File: src/rhlc_pkg.sv
// Package: shared types, codes and helpers of the radio handshake link controller.
`timescale 1ns / 1ps
`default_nettype none

package rhlc_pkg;

    // Configuration register indexes
    localparam logic [1:0] CFG_NODE_ADDR = 2'd0;
    localparam logic [1:0] CFG_MAX_PL    = 2'd1;
    localparam logic [1:0] CFG_RETRY_LIM = 2'd2;

    localparam int CFG_DATA_W = 16;

    localparam logic [7:0]  NODE_ADDR_RST = 8'd0;
    localparam logic [7:0]  MAX_PL_RST    = 8'd51;
    localparam logic [15:0] RETRY_LIM_RST = 16'd3;

    // Reply format
    localparam logic [7:0] REPLY_LEN  = 8'd2;
    localparam logic [7:0] HS_COMMAND = 8'd0;

    typedef enum logic [2:0] {
        F_SEND      = 3'd0,
        F_TX_DONE   = 3'd1,
        F_RX_DONE   = 3'd2,
        F_HS_TO     = 3'd3,
        F_ACK_TO    = 3'd4,
        F_RETRY_TMR = 3'd5,
        F_WDOG      = 3'd6
    } func_t;

    typedef enum logic [9:0] {
        PH_IDLE       = 10'b00_0000_0001,
        PH_HS_TX      = 10'b00_0000_0010,
        PH_HS_RX      = 10'b00_0000_0100,
        PH_DATA_TX    = 10'b00_0000_1000,
        PH_DATA_RX    = 10'b00_0001_0000,
        PH_SENT       = 10'b00_0010_0000,
        PH_RETRY_CFG  = 10'b00_0100_0000,
        PH_RETRY      = 10'b00_1000_0000,
        PH_ERROR      = 10'b01_0000_0000,
        PH_WAIT_RETRY = 10'b10_0000_0000
    } phase_t;

    // Link state codes as seen on the result port
    localparam logic [3:0] LS_IDLE       = 4'd0;
    localparam logic [3:0] LS_HS_TX      = 4'd1;
    localparam logic [3:0] LS_HS_RX      = 4'd2;
    localparam logic [3:0] LS_DATA_TX    = 4'd3;
    localparam logic [3:0] LS_DATA_RX    = 4'd4;
    localparam logic [3:0] LS_SENT       = 4'd5;
    localparam logic [3:0] LS_RETRY_CFG  = 4'd6;
    localparam logic [3:0] LS_RETRY      = 4'd7;
    localparam logic [3:0] LS_ERROR      = 4'd8;
    localparam logic [3:0] LS_WAIT_RETRY = 4'd9;

    localparam logic [1:0] DS_FAILED       = 2'd0;
    localparam logic [1:0] DS_TRANSMITTING = 2'd1;
    localparam logic [1:0] DS_DELIVERED    = 2'd2;

    localparam logic [1:0] ERR_OK       = 2'd0;
    localparam logic [1:0] ERR_TOO_LONG = 2'd1;
    localparam logic [1:0] ERR_REFUSED  = 2'd2;

    localparam logic [2:0] CMD_NONE     = 3'd0;
    localparam logic [2:0] CMD_SEND_HDR = 3'd1;
    localparam logic [2:0] CMD_SEND_DAT = 3'd2;
    localparam logic [2:0] CMD_RX_START = 3'd3;
    localparam logic [2:0] CMD_STANDBY  = 3'd4;

    localparam logic [2:0] STOP_NONE  = 3'b000;
    localparam logic [2:0] STOP_ACK   = 3'b010;
    localparam logic [2:0] STOP_RX    = 3'b011;
    localparam logic [2:0] STOP_RETRY = 3'b100;
    localparam logic [2:0] STOP_ALL   = 3'b111;

    localparam logic [2:0] TS_NONE      = 3'd0;
    localparam logic [2:0] TS_HANDSHAKE = 3'd1;
    localparam logic [2:0] TS_ACK_ACK   = 3'd2;
    localparam logic [2:0] TS_ACK_TX    = 3'd3;
    localparam logic [2:0] TS_RETRY     = 3'd4;

    typedef struct packed {
        logic [7:0]  node_addr;
        logic [7:0]  max_pl;
        logic [15:0] retry_lim;
    } cfg_t;

    typedef struct packed {
        logic [2:0] func;
        logic [7:0] length;
        logic [7:0] channel;
        logic       rx_ok;
        logic [7:0] rx_first_byte;
        logic [7:0] rx_second_byte;
        logic       radio_ok;
    } item_t;

    typedef struct packed {
        phase_t      phase;
        logic [1:0]  dstat;
        logic [31:0] fcnt;
        logic [7:0]  exp_ch;
    } link_st_t;

    typedef struct packed {
        logic [3:0]  link_state;
        logic [1:0]  data_status;
        logic [1:0]  error_code;
        logic [2:0]  radio_cmd;
        logic [7:0]  header_channel;
        logic [2:0]  timer_stop_mask;
        logic [2:0]  timer_start;
        logic [31:0] frame_count;
    } result_t;

    function automatic logic [3:0] phase_code(input phase_t ph);
        logic [3:0] code;
        begin
            unique case (ph)
                PH_IDLE:       code = LS_IDLE;
                PH_HS_TX:      code = LS_HS_TX;
                PH_HS_RX:      code = LS_HS_RX;
                PH_DATA_TX:    code = LS_DATA_TX;
                PH_DATA_RX:    code = LS_DATA_RX;
                PH_SENT:       code = LS_SENT;
                PH_RETRY_CFG:  code = LS_RETRY_CFG;
                PH_RETRY:      code = LS_RETRY;
                PH_ERROR:      code = LS_ERROR;
                PH_WAIT_RETRY: code = LS_WAIT_RETRY;
                default:       code = LS_IDLE;
            endcase
            return code;
        end
    endfunction

endpackage

`default_nettype wire

File: src/rhlc_step.sv
// Event decoder: next link state and result fields for one event.
`timescale 1ns / 1ps
`default_nettype none

module rhlc_step
    import rhlc_pkg::*;
(
    input  var cfg_t     cfg,
    input  var item_t    item,
    input  var link_st_t st,
    output link_st_t     st_next,
    output result_t      res
);

    logic [7:0] hdr_ch;
    logic       below_limit;
    logic       addr_match;
    logic       len_match;
    logic [2:0] err;
    logic [2:0] cmd;
    logic [7:0] hdr;
    logic [2:0] stop;
    logic [2:0] start;
    logic [1:0] err_code;

    assign hdr_ch      = (func_t'(item.func) == F_RETRY_TMR) ? st.exp_ch : item.channel;
    assign below_limit = st.fcnt < {16'd0, cfg.retry_lim};
    assign addr_match  = item.rx_first_byte == cfg.node_addr;
    assign len_match   = item.length == REPLY_LEN;
    assign err         = {1'b0, err_code};

    always_comb
    begin
        st_next  = st;
        err_code = ERR_OK;
        cmd      = CMD_NONE;
        hdr      = 8'd0;
        stop     = STOP_NONE;
        start    = TS_NONE;

        unique case (func_t'(item.func))
            F_SEND, F_RETRY_TMR:
            begin
                if (func_t'(item.func) == F_SEND)
                begin
                    st_next.dstat = DS_FAILED;
                end
                else
                begin
                    stop = STOP_RETRY;
                end
                if (func_t'(item.func) == F_SEND && item.length > cfg.max_pl)
                begin
                    err_code = ERR_TOO_LONG;
                end
                else
                begin
                    st_next.exp_ch = hdr_ch;
                    cmd            = CMD_SEND_HDR;
                    hdr            = hdr_ch;
                    if (item.radio_ok)
                    begin
                        st_next.dstat = DS_TRANSMITTING;
                        st_next.fcnt  = st.fcnt + 32'd1;
                        st_next.phase = PH_HS_TX;
                        start         = TS_HANDSHAKE;
                    end
                    else
                    begin
                        err_code = ERR_REFUSED;
                    end
                end
            end
            F_TX_DONE:
            begin
                if (st.phase == PH_HS_TX || st.phase == PH_DATA_TX)
                begin
                    cmd = CMD_RX_START;
                    if (!item.radio_ok)
                        st_next.phase = PH_RETRY;
                    else if (st.phase == PH_HS_TX)
                        st_next.phase = PH_HS_RX;
                    else
                        st_next.phase = PH_DATA_RX;
                end
                else
                begin
                    st_next.phase = PH_RETRY_CFG;
                end
            end
            F_RX_DONE:
            begin
                stop = STOP_RX;
                if (item.rx_ok)
                begin
                    if (st.phase == PH_HS_RX)
                    begin
                        if (len_match && addr_match && item.rx_second_byte == HS_COMMAND)
                        begin
                            cmd = CMD_SEND_DAT;
                            if (item.radio_ok)
                            begin
                                st_next.phase = PH_DATA_TX;
                                start         = TS_ACK_TX;
                            end
                            else
                            begin
                                st_next.phase = PH_RETRY_CFG;
                            end
                        end
                        else
                        begin
                            st_next.phase = PH_RETRY_CFG;
                        end
                    end
                    else if (st.phase == PH_DATA_RX)
                    begin
                        if (len_match && addr_match && item.rx_second_byte == st.exp_ch)
                        begin
                            st_next.phase = PH_SENT;
                            st_next.dstat = DS_DELIVERED;
                        end
                        else
                        begin
                            st_next.phase = PH_RETRY_CFG;
                        end
                    end
                    else
                    begin
                        st_next.phase = PH_RETRY;
                    end
                end
            end
            F_HS_TO, F_WDOG:
            begin
                if (func_t'(item.func) == F_HS_TO)
                begin
                    st_next.phase = PH_ERROR;
                    stop          = STOP_ALL;
                    cmd           = CMD_STANDBY;
                end
                // arm the retry only below the limit
                if (below_limit)
                begin
                    start         = TS_RETRY;
                    st_next.phase = PH_WAIT_RETRY;
                    st_next.dstat = DS_TRANSMITTING;
                end
                else
                begin
                    st_next.dstat = DS_FAILED;
                end
            end
            F_ACK_TO:
            begin
                st_next.phase = PH_ERROR;
                stop          = STOP_ACK;
                cmd           = CMD_STANDBY;
            end
            default:
            begin
                st_next = st;
            end
        endcase
    end

    always_comb
    begin
        res.link_state      = phase_code(st_next.phase);
        res.data_status     = st_next.dstat;
        res.error_code      = err[1:0];
        res.radio_cmd       = cmd;
        res.header_channel  = hdr;
        res.timer_stop_mask = stop;
        res.timer_start     = start;
        res.frame_count     = st_next.fcnt;
    end

endmodule

`default_nettype wire

File: src/radio_handshake_link_controller.sv
// Top level: event input register, link state, result register and config port.
//
//  channel | direction | handshake              | payload
//  --------+-----------+------------------------+--------------------------------------
//  in      | sink      | in_valid / in_stall    | func, length, channel, rx_ok, rx bytes,
//          |           |                        | radio_ok
//  out     | source    | out_valid / out_stall  | link_state .. frame_count
//  cfg     | sink      | cfg_we                 | cfg_index, cfg_data
//
// One event per cycle sustained while the result side is not stalled; a beat taken into
// the event register has its result loaded into the result register once the result
// register is free, through the combinational decode in rhlc_step.
// Reset returns the link to idle with delivery failed, frame counter zero and registers
// at their defaults. A stalled result holds the result register; an empty event register
// still takes one more beat before in_stall rises.
`timescale 1ns / 1ps
`default_nettype none

module radio_handshake_link_controller
    import rhlc_pkg::*;
(
    input  wire                  clk,
    input  wire                  rst_n,

    input  wire                  cfg_we,
    input  wire [1:0]            cfg_index,
    input  wire [CFG_DATA_W-1:0] cfg_data,

    input  wire                  in_valid,
    output logic                 in_stall,
    input  wire [2:0]            func,
    input  wire [7:0]            length,
    input  wire [7:0]            channel,
    input  wire                  rx_ok,
    input  wire [7:0]            rx_first_byte,
    input  wire [7:0]            rx_second_byte,
    input  wire                  radio_ok,

    output logic                 out_valid,
    input  wire                  out_stall,
    output logic [3:0]           link_state,
    output logic [1:0]           data_status,
    output logic [1:0]           error_code,
    output logic [2:0]           radio_cmd,
    output logic [7:0]           header_channel,
    output logic [2:0]           timer_stop_mask,
    output logic [2:0]           timer_start,
    output logic [31:0]          frame_count
);

    cfg_t     cfg_reg;
    link_st_t st_reg;
    link_st_t st_next;
    item_t    item_reg;
    logic     in_vld_reg;
    result_t  res_reg;
    result_t  res_next;
    logic     out_vld_reg;
    logic     out_free;

    assign out_free = !out_vld_reg || !out_stall;
    assign in_stall = in_vld_reg && !out_free;

    always_ff @(posedge clk or negedge rst_n)
    begin
        if (!rst_n)
        begin
            cfg_reg.node_addr <= NODE_ADDR_RST;
            cfg_reg.max_pl    <= MAX_PL_RST;
            cfg_reg.retry_lim <= RETRY_LIM_RST;
        end
        else if (cfg_we)
        begin
            unique case (cfg_index)
                CFG_NODE_ADDR: cfg_reg.node_addr <= cfg_data[7:0];
                CFG_MAX_PL:    cfg_reg.max_pl    <= cfg_data[7:0];
                CFG_RETRY_LIM: cfg_reg.retry_lim <= cfg_data;
                default:       cfg_reg           <= cfg_reg;
            endcase
        end
    end

    // Event register: take a beat whenever it is not held
    always_ff @(posedge clk or negedge rst_n)
    begin
        if (!rst_n)
        begin
            in_vld_reg <= 1'b0;
        end
        else if (!in_stall)
        begin
            in_vld_reg <= in_valid;
        end
    end

    always_ff @(posedge clk)
    begin
        if (!in_stall && in_valid)
        begin
            item_reg.func           <= func;
            item_reg.length         <= length;
            item_reg.channel        <= channel;
            item_reg.rx_ok          <= rx_ok;
            item_reg.rx_first_byte  <= rx_first_byte;
            item_reg.rx_second_byte <= rx_second_byte;
            item_reg.radio_ok       <= radio_ok;
        end
    end

    rhlc_step u_step (
        .cfg     (cfg_reg),
        .item    (item_reg),
        .st      (st_reg),
        .st_next (st_next),
        .res     (res_next)
    );

    // Advance link state and result together
    always_ff @(posedge clk or negedge rst_n)
    begin
        if (!rst_n)
        begin
            out_vld_reg   <= 1'b0;
            st_reg.phase  <= PH_IDLE;
            st_reg.dstat  <= DS_FAILED;
            st_reg.fcnt   <= 32'd0;
            st_reg.exp_ch <= 8'd0;
        end
        else if (out_free)
        begin
            out_vld_reg <= in_vld_reg;
            if (in_vld_reg)
            begin
                st_reg <= st_next;
            end
        end
    end

    always_ff @(posedge clk)
    begin
        if (out_free && in_vld_reg)
        begin
            res_reg <= res_next;
        end
    end

    assign out_valid       = out_vld_reg;
    assign link_state      = res_reg.link_state;
    assign data_status     = res_reg.data_status;
    assign error_code      = res_reg.error_code;
    assign radio_cmd       = res_reg.radio_cmd;
    assign header_channel  = res_reg.header_channel;
    assign timer_stop_mask = res_reg.timer_stop_mask;
    assign timer_start     = res_reg.timer_start;
    assign frame_count     = res_reg.frame_count;

endmodule

`default_nettype wire

File: config.mk
export PLATFORM = sky130hd
export DESIGN_NAME = radio_handshake_link_controller
export DESIGN_NICKNAME = d
export VERILOG_FILES = /design/src/rhlc_pkg.sv /design/src/rhlc_step.sv /design/src/radio_handshake_link_controller.sv
export SDC_FILE = /design/constraint.sdc
export NUM_CORES = 1
export LEC_CHECK = 0
export ABC_AREA = 1
export BUFFER_PORTS_ARGS = -buffer_cell sky130_fd_sc_hd__clkbuf_2
export CORE_ASPECT_RATIO = 0.5
export CORE_MARGIN = 4
export CORE_UTILIZATION = 50
export CTS_CLUSTER_SIZE = 20
export DETAILED_ROUTE_END_ITERATION = 10
export GPL_ROUTABILITY_DRIVEN = 0
export PLACE_DENSITY = 0.75
export SYNTH_ARGS = -nofsm -noshare
export SYNTH_HDL_FRONTEND = slang
export SYNTH_SLANG_ARGS = --single-unit
File: constraint.sdc
create_clock -name clk -period 4.9 [get_ports clk]
set_clock_uncertainty 0.15 [all_clocks]
set_input_delay 0.245 -clock clk [delete_from_list [all_inputs] [get_ports clk]]
set_output_delay 0.245 -clock clk [all_outputs]
set_load 0.02 [all_outputs]
== Word-level counts from Yosys, hierarchy flattened ==
Cells that the tools add are included.

* Register bits after elaboration: 180
* Input bits: 60
* Output and inout port bits: 59
* Logic and storage cells: 121

* Add/subtract/negate cells: 1
* Order comparisons: 2
* Equality and inequality tests: 24
* Muxes and demuxes: 43
* Bitwise gates (word level): 2
* Reduce and logical (&&, ||, !) cells: 24

{| class="wikitable"
|+ Operator list
! kind !! number
|-
| 10-bit two-way mux || 6
|-
| 52-bit two-way mux || 1
|-
| 10-bit one-hot mux with 5 select lines || 1
|-
| 44-bit two-way mux || 1
|-
| 40-bit two-way mux || 1
|-
| 4-bit one-hot mux with 9 select lines || 1
|-
| 32-bit by 1-bit adder with 32-bit output (second input constant) || 1
|-
| 32-bit by 16-bit less-than comparator with 1-bit output || 1
|-
| 3-bit two-way mux || 10
|-
| 7-bit two-way mux || 3
|-
| 10-bit by 2-bit equality test with 1-bit output (second input constant) || 2
|-
| 10-bit by 3-bit equality test with 1-bit output (second input constant) || 2
|-
| 10-bit by 4-bit equality test with 1-bit output (second input constant) || 2
|-
| 10-bit by 5-bit equality test with 1-bit output (second input constant) || 2
|-
| 8-bit equality test || 2
|-
| 2-bit two-way mux || 8
|-
| 3-bit one-hot mux with 5 select lines || 1
|-
| 12-bit two-way mux || 1
|-
| 3-bit one-hot mux with 4 select lines || 1
|-
| 10-bit equality test (second input constant) || 1
|-
| 10-bit by 6-bit equality test with 1-bit output (second input constant) || 1
|-
| 10-bit by 7-bit equality test with 1-bit output (second input constant) || 1
|-
| 10-bit by 8-bit equality test with 1-bit output (second input constant) || 1
|-
| 10-bit by 9-bit equality test with 1-bit output (second input constant) || 1
|-
| other kinds (22) || 44
|}

== Logic depth before layout (Yosys ltp) ==
Gate-level depths: netlist of the first run.

* Word-level depth: 10
* Gate-level depth with buffers: 22
* Mapped depth without buffers: 22

== By module ==
Synthesis of the first run repeated with hierarchy kept, for this count alone.

* Cells, all modules: 1,158
* Area, all modules: 9,819.4 µm²

{| class="wikitable"
|+ Modules (own cells, without submodules)
! module !! times used !! cells each !! area an instance (µm²) !! sequential area each (µm²)
|-
| radio_handshake_link_controller || 1 || 474 || 6,379.9 || 4,983.5
|-
| rhlc_step || 1 || 684 || 3,439.5 || 0.0
|}

== Worst setup path before layout of the first run ==
OpenSTA, ideal clock, no wires.

* Path kind: reg2reg
* Start point: register out_vld_reg, in the netlist out_valid
* End point: register res_reg, in the netlist data_status[0] (enable)
* Setup time: 0.443 ns
* Arrival: 2.853 ns
* Data required time: 4.307 ns
* Setup slack: 1.454 ns
* Cell stages (with the launch flop): 6
* Path buffers: 2
* Clock period less this slack: 3.446 ns
* Cells stage by stage: dfrtp_1 -> nand2_1 -> inv_1 -> nor2_1 -> clkbuf_1 -> clkbuf_1

* Word-level cells in the longest chain between the ends: 3

{| class="wikitable"
|+ Ends and longest elaborated chain
! what !! RTL line !! RTL
|-
| start, declared || radio_handshake_link_controller.sv:58 || <nowiki>logic out_vld_reg;</nowiki>
|-
| start signal, assigned || radio_handshake_link_controller.sv:131 || <nowiki>out_vld_reg <= in_vld_reg;</nowiki>
|-
| 1-bit zero test || radio_handshake_link_controller.sv:61 || <nowiki>assign out_free = !out_vld_reg || !out_stall;</nowiki>
|-
| 1-bit logical OR || radio_handshake_link_controller.sv:61 ||
|-
| 1-bit logical AND || radio_handshake_link_controller.sv:141 || <nowiki>if (out_free && in_vld_reg)</nowiki>
|-
| end signal, assigned || radio_handshake_link_controller.sv:143 || <nowiki>res_reg <= res_next;</nowiki>
|-
| end, declared || radio_handshake_link_controller.sv:56 || <nowiki>result_t res_reg;</nowiki>
|}

No other way between the ends.
A chain may end at the register's enable or synchronous reset.

==> results of run 1 <==
==> worst max-delay path by stage <==
| stage | from | to | slack (ps) | depth (start not counted) |
|---|---|---|---|---|
| floorplan | out_valid$_DFFE_PN0N_ | data_status[0]$_DFFE_PP_ | 1450 | 5 |
| global placement | cfg_reg[21]$_DFFE_PN1P_ | st_reg[35]$_DFFE_PN0P_ | 1820 | 14 |
| detailed placement | cfg_reg[21]$_DFFE_PN1P_ | link_state[1]$_DFFE_PP_ | 1680 | 16 |
| CTS | cfg_reg[21]$_DFFE_PN1P_ | st_reg[35]$_DFFE_PN0P_ | 1620 | 14 |
| global route | cfg_reg[21]$_DFFE_PN1P_ | link_state[1]$_DFFE_PP_ | 1280 | 16 |
| finish | cfg_reg[21]$_DFFE_PN1P_ | link_state[0]$_DFFE_PP_ | 1540 | 18 |
==> power by group through the flow <==
stage               clock, mW  combinational, mW  sequential, mW
floorplan                   0              0.602            2.09
global placement            0              0.909            2.05
detailed placement          0              0.943            2.05
CTS                      1.34              0.983            2.03
global route             1.40               1.11            2.06
finish                   1.32              0.984            2.03
==> synthesized netlist by cell type (2+ instances only) <==
cell type / count / area [um2]
nand4_1: 32 / 200.2
a21oi_1: 18 / 90.09
nor3_1: 17 / 85.08
mux2i_1: 6 / 60.06
nand2_1: 256 / 960.9
edfxtp_1: 94 / 2823
dfrtp_1: 79 / 1977
dfstp_2: 7 / 183.9
buf_2: 2 / 10.01
nor2_2: 6 / 37.54
nand3_1: 58 / 290.3
inv_2: 2 / 7.510
o21ai_0: 76 / 380.4
nor3_2: 2 / 20.02
ha_1: 24 / 300.3
nor2_1: 133 / 499.2
inv_1: 145 / 544.3
nor2_4: 4 / 45.04
clkbuf_1: 16 / 60.06
nor4_1: 4 / 25.02
buf_1: 2 / 7.510
xnor2_1: 2 / 17.52
xor2_1: 36 / 315.3
or2_2: 2 / 12.51
==> worst max-delay path, stage by stage (launching register included) <==
cell     delay, ps
dfstp_2        530
inv_1           40
ha_1           290
nand2_1         50
nor2_1         120
nand4_1        210
nand3_1        460
nand2_1        210
nand2_1        160
nand2_1         80
nand2_1         60
nand2_1         40
nor2_1         210
nand3_1        170
nor2_2         200
nand2_1         80
nand2_1         70
nor2_1          40
nand2_1         50
==> per-stage QoR <==
stage / hold slack [ps] / setup slack, ps
floorplan: -200.6 / 1454
global placement: -34.24 / 1818
detailed placement: -37.19 / 1676
CTS: 15.03 / 1624
global route: 22.97 / 1279
finish: 25.03 / 1543
==> kinds of logic (layout without fill, tap and decap cells) <==
logic type / after synthesis / in the layout
flops: 180 / 180
xor+xnor: 38 / 38
compound gates: 102 / 102
simple gates: 517 / 517
fa+ha+maj: 24 / 24
mux: 6 / 6
buf+inv: 169 / 357
==> layer usage <==
metal  vias up  GRT usage [%]  share of wire, %
met1      3557          30.94                46
met5         -              0                 0
met4         0          4.727              0.94
li1       3716              -                 -
met2       284          36.96                46
met3        29          4.854               6.9
==> area by class of cell <==
class                           instances  area, um2
Fill cell                            1452       6548
Timing Repair Buffer                  177       1174
Multi-Input combinational cell        687       3443
Inverter                              148      560.5
Sequential cell                       180       4984
Tap cell                              234      292.8
Clock inverter                          9      67.56
Clock buffer                           23      500.5
==> parameters.txt, run 1 <==
Parameter                              Value

Final layout
  Share of post-route cells with drive strength above 1    14.46%
  Total Nets Final    1295
  Commonest non-fill, non-tap cell in the layout    nand2_1
  Largest register FFs    52
  Antenna diode instance count    0
  Final Cell Area    11020 um2
  Final Util    62.73%
  Number of non-filler instances in the completed layout    1458
  Most used cells in the layout excluding fill and tap cells    256 x nand2_1, 145 x inv_1, 132 x nor2_1
  Post-synthesis to final-layout area growth    21.59%

Worst hold path
  Classification of the worst-slack hold path    input pin to flop
  Cell depth of the worst hold path    3
  Worst Hold Path EP    cfg_reg[4]$_DFFE_PN0P_
  Hold Startpoint    cfg_data[4]

Power and ir drop
  Static leakage    5.163 nW
  Fraction of power spent switching nets    32.76%
  Pwr/cell area    393.5 nW/um2
  Total Power    4.337 mW
  Cell-internal power    2.916 mW
  VDD IR-drop max    0.0002940 V
  Portion of total power attributed to combinational logic    22.7%
  Power dissipated by switching net loads    1.421 mW
  Power share of the clock group    30.6%
  Sequential cell fraction of total power    46.8%

Routing
  Total number of vias    7586
  Routed length per instance    15.19 um
  TritonRoute pass-1 iters    8
  First DRT Iteration DRCs    673
  Routed Antenna Nets    0
  Final Routed Wirelength    22.14 mm
  Remaining routing DRC violations    0
  Via-per-instance ratio    5.203

CTS
  Number of buffers inserted for hold repair after clock tree synthesis    55
  TritonCTS buffer count    17
  # clock sinks    180
  Clk Latency, worst-skew pair    430 ps
  Root buf cell    clkbuf_16
  H-tree depth    4
  PostCTS Resize Cnt    0
  Postcts setup bufs    0
  TritonCTS clock tree    yes
  Maximum clock insertion buffer count    2
  Clock-pin slew on the worst setup and hold paths    70 ps

Synthesis
  Post-synthesis net count    1120
  Post-synthesis async set-or-reset flop share    47.78%
  Dominant synthesized flop cell    edfxtp_1
  YS warnings    0
  Fraction of the mapped netlist area in adder cells    3.313%
  Mux contribution to synthesized area    0.6625%
  Dominant combinational cell family by area after synthesis    simple AND/OR/NAND/NOR gates
  Post-Synth Simple-Gate Area    24.39%
  Syn Area/Cell    8.750 um2
  Post-synthesis compound-gate area fraction    5.866%
  Mapped cell area    9065 um2
  Number of distinct library cell variants in the gate-level netlist after synthesis    37
  Number of flops mapped to enable cells by yosys    94
  Gate count after technology mapping    1036
  Sequential cell area fraction in the yosys report    54.98%
  Xor/xnor share of the synthesized area    3.671%
  Synthesized flop and latch total    180

GRT
  Maximum number of pins on one net before global-route repair    94
  Total global routing track utilization    22.29%
  First-pass GRT wire length    36.14 mm
  Overflow after GRT    0
  Initial antenna violation count    0
  Via count of the first global-routing pass    7319

Run
  Max Cap Viol    0

STA
  Final-report max-slew violation count    0
  Endpoints failing setup    0
  Setup Total Neg Slack    0 ps
  Slew HR    27.39%
  Transition at the pin with the smallest max-transition slack    1086 ps
  Unrepaired setup endpoints after global routing    false
  Crit path time final    3357 ps
  Number of endpoints with negative hold slack in the final report    0
  Fraction of the cycle the final worst path needs    68.50%
  Peak clock frequency supported by timing    297.9 MHz

Setup path
  Type of the worst setup path    flop to flop
  Critical path data required time    5040 ps
  Endpoint type of the worst setup path    flop
  Worst Path Arrival    3500 ps
  Kind of launch point of the worst setup path    flop
  Startpoint of the worst-slack reg-to-reg timing path    cfg_reg[21]$_DFFE_PN1P_
  Capturing point of the worst reg2reg path    link_state[0]$_DFFE_PP_
  Depth of the most critical reg-to-reg path    18
  Crit path max fanout    13
  Reg-to-reg setup timing slack    1540 ps

Floorplan
  Std-Cell Rows    34
  Effective utilization at floorplan    51.60%
  Area of the core region    17570 um2
  Die area    20480 um2
  Die Ht    103.2 um
  Die Wd    198.4 um
  I/O pin count    119

Status
  Status    finished clean

Placement
  Hpwl dp    15.54 mm
  Number of buffers added on ports    118
  Post-detailed-placement cell area    9903 um2
  Number of placed cells counting well taps    1371
(Power assumes the default switching activity.)
==> run 2, diff against run 1 <==
--- a/config.mk
+++ b/config.mk
@@ -13,7 +13,7 @@
 export CTS_CLUSTER_SIZE = 20
 export DETAILED_ROUTE_END_ITERATION = 10
 export GPL_ROUTABILITY_DRIVEN = 0
-export PLACE_DENSITY = 0.75
+export PLACE_DENSITY = 0.77
 export SYNTH_ARGS = -nofsm -noshare
 export SYNTH_HDL_FRONTEND = slang
 export SYNTH_SLANG_ARGS = --single-unit
==> constraint.sdc (replaced) <==
create_clock -name clk -period 2.8 [get_ports clk]
set_clock_uncertainty 0.15 [all_clocks]
set_input_delay 0.14 -clock clk [delete_from_list [all_inputs] [get_ports clk]]
set_output_delay 0.14 -clock clk [all_outputs]
set_load 0.02 [all_outputs]
==> run 2 against run 1 <==
Non-clock buffer count increased by 35; routed wire length increased by 4.3%; clock-buffer cell count fell by 4; clock power up 72%; sequential power grew 74%; critical endpoint unchanged; hold slack improved by 86 ps; largest cell class unchanged; the flow now finishes with violations (setup timing); largest power group unchanged; maximum frequency is 20% higher.
==> parameters.txt, run 2 (synthesis gave the netlist of run 1 again) <==
Parameter                              Value

Setup path
  Kind of launch point of the worst setup path    flop (unchanged)
  Worst Path Arrival    2840 ps (was 3500 ps)
  Critical path data required time    2830 ps (was 5040 ps)
  Type of the worst setup path    flop to flop (unchanged)
  Depth of the most critical reg-to-reg path    20 (was 18)
  Crit path max fanout    8 (was 13)
  Reg-to-reg setup timing slack    -9 ps (was 1540 ps)
  Startpoint of the worst-slack reg-to-reg timing path    cfg_reg[17]$_DFFE_PN1P_ (was cfg_reg[21]$_DFFE_PN1P_)
  Capturing point of the worst reg2reg path    link_state[0]$_DFFE_PP_ (unchanged)
  Endpoint type of the worst setup path    flop (unchanged)

STA
  Endpoints failing setup    1 (was 0)
  Setup Total Neg Slack    -8.737 ps (was 0 ps)
  Unrepaired setup endpoints after global routing    true (was false)
  Fraction of the cycle the final worst path needs    100.3% (was 68.50%)
  Minimum setup slack in the final design    -8.737 ps (was 1543 ps)
  Number of endpoints with negative hold slack in the final report    0 (unchanged)
  Transition at the pin with the smallest max-transition slack    976.0 ps (was 1086 ps)
  Peak clock frequency supported by timing    356.0 MHz (was 297.9 MHz)
  Worst slack on hold paths    110.9 ps (was 25.03 ps)
  Slew HR    34.86% (was 27.39%)
  Crit path time final    2809 ps (was 3357 ps)
  Final-report max-slew violation count    0 (unchanged)

Placement
  Number of buffers added on ports    118 (unchanged)
  Hpwl dp    16.04 mm (was 15.54 mm)
  Post-detailed-placement cell area    10140 um2 (was 9903 um2)
  Post-placement setup slack    -106.4 ps (was 1676 ps)
  Number of placed cells counting well taps    1397 (was 1371)

GRT
  Overflow after GRT    0 (unchanged)
  Total global routing track utilization    22.66% (was 22.29%)
  Via count of the first global-routing pass    7476 (was 7319)
  First-pass GRT wire length    36.75 mm (was 36.14 mm)
  Initial antenna violation count    0 (unchanged)
  Maximum number of pins on one net before global-route repair    56 (was 94)

Status
  Failing checks    setup timing
  Status    finished with violations (was finished clean)

Routing
  First DRT Iteration DRCs    922 (was 673)
  TritonRoute pass-1 iters    8 (unchanged)
  Total number of vias    7873 (was 7586)
  Routed Antenna Nets    0 (unchanged)
  Via-per-instance ratio    5.273 (was 5.203)
  Routed length per instance    15.46 um (was 15.19 um)
  Remaining routing DRC violations    0 (unchanged)
  Final Routed Wirelength    23.09 mm (was 22.14 mm)

CTS
  H-tree depth    4 (unchanged)
  Clock-pin slew on the worst setup and hold paths    70 ps (about the same)
  TritonCTS clock tree    yes (unchanged)
  Root buf cell    clkbuf_16 (unchanged)
  TritonCTS buffer count    17 (unchanged)
  Clk Latency, worst-skew pair    420 ps (was 430 ps)
  # clock sinks    180 (unchanged)
  Maximum clock insertion buffer count    2 (unchanged)

Final layout
  Antenna diode instance count    0 (unchanged)
  Largest register FFs    52 (unchanged)
  Share of post-route cells with drive strength above 1    18.90% (was 14.46%)
  Post-synthesis to final-layout area growth    26.69% (was 21.59%)
  Fill cell count    1386 (was 1452)
  Total Nets Final    1330 (was 1295)
  Final Util    65.37% (was 62.73%)
  Most used cells in the layout excluding fill and tap cells    248 x nand2_1, 144 x inv_1, 125 x nor2_1 (was 256 x nand2_1, 145 x inv_1, 132 x nor2_1)
  Commonest non-fill, non-tap cell in the layout    nand2_1 (unchanged)
  Number of non-filler instances in the completed layout    1493 (was 1458)
  Final Cell Area    11480 um2 (was 11020 um2)

Run
  Max Cap Viol    0 (unchanged)

Floorplan
  Area of the core region    17570 um2 (unchanged)
  Std-Cell Rows    34 (unchanged)
  Die area    20480 um2 (unchanged)
  I/O pin count    119 (unchanged)
  Effective utilization at floorplan    51.60% (unchanged)
  Die Wd    198.4 um (unchanged)
  Die Ht    103.2 um (unchanged)

Power and ir drop
  Total Power    7.742 mW (was 4.337 mW)
  Pwr/cell area    674.1 nW/um2 (was 393.5 nW/um2)
  Static leakage    5.404 nW (was 5.163 nW)
  VDD IR-drop max    0.0004865 V (was 0.0002940 V)

Worst hold path
  Classification of the worst-slack hold path    input pin to async pin (was input pin to flop)
-- run 2: metal layers --
metal	global-route usage, %	share of wire (%)	vias to the layer above
met3	4.078	7.1	43
met1	30.78	43	3725
met2	38.59	48	312
met4	5.777	1.7	0
met5	0	0	-
li1	-	-	3793
-- run 2: what timing repair did --
action,4_1_cts,5_1_grt
setup endpoints to repair,3,44
resized for setup,4,38
hold endpoints to repair,107,0
setup buffers,0,7
pin swaps,1,13
hold buffers,57,0
-- run 2: worst max-delay path by stage --
stage,startpoint,endpoint,cells past startpoint
3_3_place_gp,cfg_reg[21]$_DFFE_PN1P_,link_state[0]$_DFFE_PP_,18
4_1_cts,cfg_reg[17]$_DFFE_PN1P_,link_state[0]$_DFFE_PP_,20
6_report,cfg_reg[17]$_DFFE_PN1P_,link_state[0]$_DFFE_PP_,20
2_1_floorplan,cfg_reg[21]$_DFFE_PN1P_,frame_count[14]$_DFFE_PP_,12
5_1_grt,cfg_reg[17]$_DFFE_PN1P_,link_state[0]$_DFFE_PP_,21
3_5_place_dp,cfg_reg[17]$_DFFE_PN1P_,link_state[0]$_DFFE_PP_,21
-- run 2: cell type report --
class	instances	area, um2	share of cell area [%]
multi-input cells	687	3605	31.39
well taps	234	292.8	2.549
repair buffers	212	1490	12.98
inverters	148	560.5	4.881
clock inverters	13	110.1	0.9587
clock buffers	19	442.9	3.857
flip-flops and latches	180	4984	43.39
-- run 2: critical path, stage by stage (launching register included) --
cell and delay [ps]:
dfstp_2 540, inv_1 70, ha_4 270, nand2_1 50
nand2_1 60, nand2_1 50, nand2_1 70, nand2_1 70
nand2_2 100, nand3_4 140, buf_8 180, nand2_1 60
nand3_1 100, nand4_1 150, nor2_1 80, nand2_1 110
nor2_4 60, nand2_1 60, nand2_1 60, nor2_1 110
nand2_1 50
-- run 2: where the power goes --
part	internal, mW	leakage [nW]	switching (mW)
Combinational	0.697	3.13	1.24
Clock	1.24	0.264	1.02
Sequential	3.25	2.01	0.284
==> run 3, diff against run 2 <==
--- a/config.mk
+++ b/config.mk
@@ -14,6 +14,8 @@
 export DETAILED_ROUTE_END_ITERATION = 10
 export GPL_ROUTABILITY_DRIVEN = 0
 export PLACE_DENSITY = 0.77
+export REMOVE_ABC_BUFFERS = 1
+export SLEW_MARGIN = 0
 export SYNTH_ARGS = -nofsm -noshare
 export SYNTH_HDL_FRONTEND = slang
 export SYNTH_SLANG_ARGS = --single-unit
==> run 3 against run 2 <==
Power grew 1.6%; cell count unchanged; sequential share of layout area fell by 0.17 points; register-to-register slack gained 40 ps; critical path type unchanged; the run now ends clean; setup slack gained 37 ps; highest routed layer unchanged; maximum frequency is 1.3% higher; clock power up 5%; routed wire length up 1.6%; global-route usage up 0.42 points; first-iteration DRC count decreased by 10%; via count about the same.
==> parameters.txt, run 3 (synthesis gave the netlist of run 1 again) <==
Parameter                              Value

Setup path
  Reg-to-reg setup timing slack    30 ps (was -9 ps)
  Depth of the most critical reg-to-reg path    18 (was 20)
  Crit path max fanout    7 (was 8)
  Endpoint type of the worst setup path    flop (unchanged)
  Kind of launch point of the worst setup path    flop (unchanged)
  Type of the worst setup path    flop to flop (unchanged)
  Critical path data required time    2840 ps (was 2830 ps)
  Worst Path Arrival    2810 ps (was 2840 ps)

STA
  Fraction of the cycle the final worst path needs    98.98% (was 100.3%)
  Final-report max-slew violation count    0 (unchanged)
  Slew HR    43.61% (was 34.86%)
  Number of endpoints with negative hold slack in the final report    0 (unchanged)
  Minimum setup slack in the final design    28.47 ps (was -8.737 ps)
  Crit path time final    2772 ps (was 2809 ps)
  Worst slack on hold paths    99.38 ps (was 110.9 ps)
  Peak clock frequency supported by timing    360.8 MHz (was 356.0 MHz)
  Transition at the pin with the smallest max-transition slack    844.9 ps (was 976.0 ps)
  Unrepaired setup endpoints after global routing    true (unchanged)
  Endpoints failing setup    0 (was 1)

Power and ir drop
  Total Power    7.866 mW (was 7.742 mW)
  Static leakage    5.406 nW (was 5.404 nW)
  Fraction of power spent switching nets    33.69% (was 32.90%)
  Portion of total power attributed to combinational logic    24.6% (was 25.1%)
  Cell-internal power    5.216 mW (was 5.194 mW)
  Pwr/cell area    682.2 nW/um2 (was 674.1 nW/um2)
  Power share of the clock group    30.4% (was 29.3%)
  VDD IR-drop max    0.0005183 V (was 0.0004865 V)
  Sequential cell fraction of total power    44.9% (was 45.7%)
  Power dissipated by switching net loads    2.650 mW (was 2.547 mW)

Final layout
  Post-synthesis to final-layout area growth    27.21% (was 26.69%)
  Final Util    65.63% (was 65.37%)
  Most used cells in the layout excluding fill and tap cells    240 x nand2_1, 143 x inv_1, 124 x nor2_1 (was 248 x nand2_1, 144 x inv_1, 125 x nor2_1)
  Commonest non-fill, non-tap cell in the layout    nand2_1 (unchanged)
  Antenna diode instance count    0 (unchanged)
  Total Nets Final    1330 (unchanged)
  Largest register FFs    52 (unchanged)
  Share of post-route cells with drive strength above 1    19.94% (was 18.90%)

CTS
  Root buf cell    clkbuf_16 (unchanged)
  Clk Latency, worst-skew pair    440 ps (was 420 ps)
  TritonCTS buffer count    17 (unchanged)
  # clock sinks    180 (unchanged)
  TritonCTS clock tree    yes (unchanged)
  Maximum clock insertion buffer count    2 (unchanged)
  H-tree depth    4 (unchanged)
  Clock-pin slew on the worst setup and hold paths    80 ps (was 70 ps)

GRT
  First-pass GRT wire length    37.65 mm (was 36.75 mm)
  Overflow after GRT    0 (unchanged)
  Maximum number of pins on one net before global-route repair    115 (was 56)
  Total global routing track utilization    23.08% (was 22.66%)
  Initial antenna violation count    0 (unchanged)
  Via count of the first global-routing pass    7710 (was 7476)

Placement
  Hpwl dp    15.95 mm (was 16.04 mm)
  Number of buffers added on ports    118 (unchanged)
  Post-placement setup slack    -123.0 ps (was -106.4 ps)

Floorplan
  Die Wd    198.4 um (unchanged)
  Die area    20480 um2 (unchanged)
  Area of the core region    17570 um2 (unchanged)
  Effective utilization at floorplan    51.60% (unchanged)
  I/O pin count    119 (unchanged)
  Std-Cell Rows    34 (unchanged)
  Die Ht    103.2 um (unchanged)

Routing
  TritonRoute pass-1 iters    7 (was 8)
  Routed Antenna Nets    0 (unchanged)
  Final Routed Wirelength    23.46 mm (was 23.09 mm)
  First DRT Iteration DRCs    829 (was 922)
  Remaining routing DRC violations    0 (unchanged)
  Total number of vias    7880 (was 7873)
  Routed length per instance    15.71 um (was 15.46 um)
  Via-per-instance ratio    5.278 (was 5.273)

Run
  Max Cap Viol    0 (unchanged)

Worst hold path
  Classification of the worst-slack hold path    input pin to flop (was input pin to async pin)
  Cell depth of the worst hold path    5

Status
  Status    finished clean (was finished with violations)
-- run 3: cell types whose count changed in the layout (fill, tap and decap cells not counted), sizes merged --
cell | before | now
buf | 38 | 37
clkbuf | 136 | 135
clkinv | 8 | 2
dlygate4sd3 | 57 | 58
inv | 149 | 156
-- run 3: repair_timing --
action	in CTS	in global routing
gates resized for setup	6	48
pin swaps	1	30
buffers inserted	0	8
endpoints found under the setup margin	6	40
hold endpoints to repair	113	0
hold buffers	58	0
-- run 3: cell type report --
type	instances	area, um2
multi-input cells	687	3637
clock inverters	14	141.4
inverters	148	560.5
flip-flops and latches	180	4984
fillers	1381	6038
well taps	234	292.8
repair buffers	212	1476
clock buffers	18	439.2
-- run 3: final timing paths --
kind / startpoint / endpoint
worst max-delay path: cfg_reg[21]$_DFFE_PN1P_ / link_state[0]$_DFFE_PP_
worst min-delay path: cfg_index[1] / cfg_reg[0]$_DFFE_PN1P_
worst max register to register: cfg_reg[21]$_DFFE_PN1P_ / link_state[0]$_DFFE_PP_
worst min register to register: st_reg[41]$_DFFE_PN0P_ / st_reg[41]$_DFFE_PN0P_
max in group asynchronous: rst_n / cfg_reg[1]$_DFFE_PN1P_
min in group asynchronous: rst_n / cfg_reg[28]$_DFFE_PN0P_
-- run 3: stage by stage --
step,cells,TNS (ps),cell area [um2]
2_1_floorplan,1015,-310400,8980
3_3_place_gp,1395,-94.72,10110
3_5_place_dp,1395,-352.4,10110
4_1_cts,1485,0,11290
5_1_grt,1493,-378.2,11530
6_report,1493,0,11530
-- run 3: worst max-delay path: stages, from the launching register on --
cell and delay (ps):
dfstp_2 530, inv_1 60, ha_4 270, nand2_2 60
nor2_2 120, nand2_1 70, nand2_2 90, nand3_4 130
buf_8 170, nand2_2 50, nand3_1 60, nand4_1 130
inv_1 90, nand2_2 140, nor2_4 50, nand3_2 80
nand2_1 60, nor2_1 130, nand2_1 70
-- run 3: power groups by stage --
stage | sequential [mW] | combinational, mW | clock (mW)
5_1_grt | 3.58 | 2.16 | 2.54
4_1_cts | 3.52 | 1.82 | 2.41
6_report | 3.54 | 1.94 | 2.39
3_5_place_dp | 3.57 | 1.73 | 0
2_1_floorplan | 3.68 | 1.01 | 0
3_3_place_gp | 3.56 | 1.66 | 0
-- run 3: routing by layer --
layer  GRT usage [%]  vias up  routed length, um
met5               0        -                  0
met4           6.933        0                487
met3           5.049       58               1797
met2           38.40      341              11100
met1           31.03     3690              10080
li1                -     3791                  -
